$ cat src/rtl/sdt_ram.sv
module sdt_ram #(
    parameter int WIDTH = 8,
    parameter int DEPTH = 16
) (
    input  logic                     clk,
    input  logic                     we,
    input  logic [$clog2(DEPTH)-1:0] waddr,
    input  logic [WIDTH-1:0]         wdata,
    input  logic [$clog2(DEPTH)-1:0] raddr,
    output logic [WIDTH-1:0]         rdata
);

    logic [WIDTH-1:0] mem [DEPTH];

    always_ff @(posedge clk)
    begin
        if (we)
        begin
            mem[waddr] <= wdata;
        end
        rdata <= mem[raddr];
    end

endmodule

$ cat config.mk
export PLATFORM = sky130hd
export DESIGN_NAME = sdt_ram
export DESIGN_NICKNAME = d
export VERILOG_FILES = /design/src/rtl/sdt_ram.sv
export SDC_FILE = /design/constraint.sdc
export NUM_CORES = 1
export LEC_CHECK = 0
export BUFFER_PORTS_ARGS = -buffer_cell sky130_fd_sc_hd__buf_2
export CORE_MARGIN = 10
export CORE_UTILIZATION = 54
export DETAILED_ROUTE_END_ITERATION = 16
export PLACE_DENSITY = 0.84
export SYNTH_ARGS = -nofsm -noshare
export SYNTH_HDL_FRONTEND = slang
export SYNTH_SLANG_ARGS = --single-unit
$ cat constraint.sdc
create_clock -name clk -period 1.54 [get_ports clk]
set_input_delay 0.154 -clock clk [delete_from_list [all_inputs] [get_ports clk]]
set_output_delay 0.154 -clock clk [all_outputs]
set_load 0.02 [all_outputs]
==> impl_results.md, run 1 <==
* Status: finished clean
* DRT Pass-1 Iters at 4
* N_diodes at 0
* First-pass GRT wire length at 15.87 mm
* RSZ-0062 raised after global routing: false
* Initial Util at 55.71%
* Clock sink count at 136
* Worst hold path class: in2reg
* Initial antenna violation count at 0
* Iteration-0 DRC count of the detailed router at 211
* Most common cell in the netlist: edfxtp_1
* TNS Setup at 0 ps
* Core Box Area at 9240 um2
* Inst Count DP at 395
* Finish-stage setup viols at 0
* Post-Syn Area at 5147 um2
* Num ports at 26
* Combinational share of power at 4.8%
* CTS tree: done
* Area leader, netlist: edfxtp_1
* Layout cell share with drive strength beyond 1 at 32.89%
* Post-synthesis sequential element count at 136
* Synth area leaders: edfxtp_1 75%, mux4_2 7.9%, mux4_1 7.1%
* Worst-path fanout max at 1
* Num CTS Buffers at 17
* WL per Instance at 23.75 um
* Worst EP required at 1920 ps
* Buffers & Inverters on Critical Path at 0
* WP data arrival at 1820 ps
* PostCTS Resize Cnt at 0
* Element type at the critical path end: flip-flop
* Critical Path Max Stage Delay at 570 ps
* Post-synth EDFFs at 128
* Ys Warns at 0
* Row cnt at 35
* Final Util at 66.78%
* Pwr dens at 1418 nW/um2
* Library cells used by synthesis at 19
* Final hold slack at 23.14 ps
* Final worst clock skew at 10.18 ps
* Overall Power at 8.753 mW
* Die footprint at 13840 um2
* Synth-to-Final Area Change at 19.88%
* Mapped Nets at 247
* Post-Route WL at 10.14 mm
* Synth top area share at 74.67%
* Root buffer cell: clkbuf_8
* Post-route antenna net violation count at 0
* Worst setup SP type: flip-flop
* Die width at 117.6 um
* Postcts setup bufs at 0
* Slowest cell on the critical path: mux4_1
* Fin crit share at 93.59%
* Cell family with most CP delay: multiplexers
* Switching fraction of total power at 20.64%
* Final worst path period need at 1441 ps
* Via count at 2479
* Ys flop type: edfxtp_1
* Worst-Margin Slew at 371.2 ps
* Type of the worst setup path: reg2reg
* Clk Latency, worst-skew pair at 510 ps
* Max Slew Vio Count at 0
* Asr flop ratio synth at 0%
* MaxCap Viol Count at 0
* Post-synthesis cell count at 229
* Worst path cell trace: mux4_1 > a22oi_1 > nand2_1
* Leakage at 2.121 nW
* Largest net degree at the start of global routing at 33
* Port Buf Inserts at 25
* Post-route non-filler standard cell count at 427
* Clock power frac at 47.6%
* DRC Markers at 0
* Max_slew headroom at 75.25%
* Routed vias/inst at 5.806
* Internal power at 6.946 mW
* Final Hold Fails at 0
* Chip height at 117.6 um
* Switching pwr at 1.807 mW
* Post-synthesis average cell area at 22.48 um2
* GPL Wtd Cong at 0.7303
* Final Net Count at 303
* Via count of the first global-routing pass at 2725
* Peak VDD IR at 0.001005 V
* Post-synth top cells: 128 x edfxtp_1, 18 x mux4_2, 16 x a22oi_1
* Sequential fraction of the synthesis area at 77.78%
* Total track usage at 15.25%
* Flop pwr share at 47.6%
* FMAX at 693.9 MHz
* Hold_buf cts at 0
* H-tree levels at 4
* Max Buffers Root-to-Sink at 2
* Grt total ovfl at 0
* Worst-path clk slew at 60 ps
## power groups by stage
stage,combinational [mW],sequential [mW],clock (mW)
3_5_place_dp,0.417,4.25,0
4_1_cts,0.424,4.17,4.23
3_3_place_gp,0.400,4.24,0
5_1_grt,0.453,4.18,4.38
6_report,0.419,4.17,4.17
2_1_floorplan,0.210,4.26,0
## layer usage
layer  GRT usage (%)  vias to the layer above  share of wire, %
met5               0                        -                 0
met4           5.564                        0               1.6
met3           4.796                       12               6.0
met2           24.30                       93                51
met1           19.22                     1290                41
li1                -                     1084                 -
## per-stage QoR
step	setup WS, ps	area (um2)
finish	98.79	6171
detailed placement	25.66	5555
global route	71.32	6171
CTS	78.10	6171
floorplan	119.9	5152
global placement	64.20	5555
## path summary, 6_finish.rpt
kind | startpoint | cells past startpoint | slack, ps | to
hold / removal | wdata[4] | 1 | 20 | mem[6][4]$_DFFE_PP_
hold reg to reg | mem[4][0]$_DFFE_PP_ | 3 | 680 | rdata[0]$_DFF_P_
setup reg to reg | mem[9][2]$_DFFE_PP_ | 3 | 100 | rdata[2]$_DFF_P_
setup / recovery | mem[9][2]$_DFFE_PP_ | 3 | 100 | rdata[2]$_DFF_P_
## placed cells by master, fill, tap and decap left out
| master | instances |
|---|---|
| nor3_2 | 1 |
| clkinv_1 | 1 |
| nand3b_1 | 2 |
| buf_4 | 19 |
| mux4_2 | 18 |
| nand2_1 | 9 |
| dfxtp_1 | 8 |
| and2b_1 | 1 |
| inv_6 | 1 |
| nor3_1 | 3 |
| clkinvlp_4 | 2 |
| a22oi_1 | 16 |
| nand3_1 | 1 |
| buf_12 | 3 |
| nor2b_1 | 1 |
| clkinv_4 | 5 |
| edfxtp_1 | 128 |
| nor2_1 | 13 |
| and2_1 | 1 |
| mux4_1 | 14 |
| clkinv_2 | 2 |
| nand2b_1 | 2 |
| clkbuf_8 | 1 |
| or3b_2 | 1 |
| clkbuf_16 | 16 |
| buf_2 | 25 |
| bufinv_16 | 4 |
## cell type report
cell class | count | area, um2
clock buffers | 17 | 414.1
clock inverters | 15 | 201.4
fillers | 560 | 3069
multi-input cells | 83 | 1062
flip-flops and latches | 136 | 4004
well taps | 129 | 161.4
repair buffers | 47 | 327.8
## registers in the layout (all words and copies together) (netlist names)
name,cells
mem,128
rdata,8
## cells by family (layout without fill, tap and decap cells)
logic type             after synthesis  after routing  share of synthesized area (%)
DFF                                136            136                          77.78
and+or+nand+nor                     35             35                          3.184
muxes                               32             32                          15.02
AOI/OAI and AO/OA                   16             16                          2.334
buffers and inverters               10             79                          1.677
No activity file was read; power rests on OpenSTA's default activity.
==> run 2, diff against run 1 <==
--- a/config.mk
+++ b/config.mk
@@ -10,6 +10,7 @@
 export CORE_UTILIZATION = 54
 export DETAILED_ROUTE_END_ITERATION = 16
 export PLACE_DENSITY = 0.84
+export RECOVER_POWER = 50
 export SYNTH_ARGS = -nofsm -noshare
 export SYNTH_HDL_FRONTEND = slang
 export SYNTH_SLANG_ARGS = --single-unit
==> run 2 against run 1 <==
Global-route usage stayed put. Clock skew is 0.51 ps lower. Register-to-register slack hardly changed.
==> impl_results.md, run 2 (synthesized netlist as in run 1, its figures left out) <==
* GPL Wtd Cong at 0.7303
* Num CTS Buffers at 17
* Via count of the first global-routing pass at 2725
* Final worst path period need at 1432 ps
* N_diodes at 0
* Root buffer cell: clkbuf_8
* Synth-to-Final Area Change at 19.59%
* DRC Markers at 0
* Via count at 2457
* Most frequent cells in the layout: 128 x edfxtp_1, 18 x mux4_2, 18 x buf_4
* Iteration-0 DRC count of the detailed router at 228
* Slowest cell on the critical path: mux4_1
* Worst setup SP type: flip-flop
* Worst path cell trace: mux4_1 > a22oi_1 > nand2_1
* CTS tree: done
* Pwr dens at 1421 nW/um2
* Final Instance Area at 6156 um2
* Max Slew Vio Count at 0
* H-tree levels at 4
* Critical Path Max Stage Delay at 560 ps
* Worst hold path class: in2reg
* Most flops, register: mem
* Peak VDD IR at 0.001003 V
* Worst EP required at 1920 ps
* Chip height at 117.6 um
* First-pass GRT wire length at 15.87 mm
* PostCTS Resize Cnt at 0
* Port Buf Inserts at 25
* Largest net degree at the start of global routing at 33
* Hold_buf cts at 0
* Commonest non-fill, non-tap cell in the layout: edfxtp_1
* Final Util at 66.62%
* Die footprint at 13840 um2
* RSZ-0062 raised after global routing: false
* Core Box Area at 9240 um2
* Routed vias/inst at 5.754
* Num ports at 26
* Finish-stage setup viols at 0
* Total track usage at 15.25%
* Final worst clock skew at 9.672 ps
* Type of the worst setup path: reg2reg
* FMAX at 698.3 MHz
* Initial antenna violation count at 0
* Row cnt at 35
* Layout cell share with drive strength beyond 1 at 29.53%
* Grt total ovfl at 0
* MaxCap Viol Count at 0
* Die width at 117.6 um
* WP data arrival at 1810 ps
* Max Buffers Root-to-Sink at 2
* Max_slew headroom at 53.68%
* Reg area at 4004 um2
* Post-route antenna net violation count at 0
* Largest regs: mem x128, rdata x8
* Worst-path fanout max at 1
* TNS Setup at 0 ps
* Initial Util at 55.71%
* Worst-Margin Slew at 694.9 ps
* Worst-path clk slew at 60 ps
* Postcts setup bufs at 0
* Fin crit share at 92.99%
* Placed inst area at 5555 um2
* Final Hold Fails at 0
* WL per Instance at 23.67 um
* Area occupied by multi-input gates at 1062 um2
* Element type at the critical path end: flip-flop
* Status: finished clean
* Max reg flops at 128
* Leakage at 2.092 nW
* DRT Pass-1 Iters at 4
* Post-Route WL at 10.11 mm
* Clk Latency, worst-skew pair at 510 ps
* Clock sink count at 136
* # fillers at 562
* Final Net Count at 303
-- run 2: area by class of cell --
| cell class | instances | share of cell area [%] |
|---|---|---|
| clock inverters | 15 | 3.272 |
| multi-input cells | 83 | 17.26 |
| clock buffers | 17 | 6.728 |
| repair buffers | 47 | 5.081 |
| well taps | 129 | 2.622 |
| flip-flops and latches | 136 | 65.04 |
-- run 2: critical path, delay by kind of cell, from the launching register on --
family             cells  cell delay, ps
muxes                  1             560
DFF                    1             410
and+or+nand+nor        1             110
AOI/OAI and AO/OA      1             230
-- run 2: power by group --
part / switching [mW] / internal, mW / total, mW / leakage (nW)
logic: 0.242 / 0.172 / 0.414 / 0.572
clock network: 1.53 / 2.63 / 4.16 / 0.296
registers: 0.0302 / 4.14 / 4.17 / 1.22
-- run 2: per-stage QoR --
step | instances | hold WS [ps] | power (mW) | setup WS, ps
floorplan | 229 | 252.9 | 4.474 | 119.9
global placement | 395 | 538.7 | 4.639 | 64.20
detailed placement | 395 | 550.3 | 4.663 | 25.66
CTS | 427 | 6.743 | 8.823 | 78.10
global route | 427 | 182.2 | 9.010 | 71.32
finish | 427 | 162.6 | 8.747 | 107.9
-- run 2: worst paths after layout --
kind / from / end / slack [ps] / cells past startpoint
worst max-delay path: mem[9][2]$_DFFE_PP_ / rdata[2]$_DFF_P_ / 110 / 3
worst min-delay path: wdata[2] / mem[11][2]$_DFFE_PP_ / 160 / 1
worst max register to register: mem[9][2]$_DFFE_PP_ / rdata[2]$_DFF_P_ / 110 / 3
worst min register to register: mem[4][0]$_DFFE_PP_ / rdata[0]$_DFF_P_ / 680 / 3
-- run 2: per-layer routing --
metal / vias up / routed length, um / part of all wire, % / global-route usage, %
met1: 1261 / 4061 / 40 / 19.22
met2: 100 / 5201 / 51 / 24.30
met5: - / 0 / 0 / 0
li1: 1084 / - / - / -
met4: 0 / 161 / 1.6 / 5.564
met3: 12 / 683 / 6.8 / 4.796
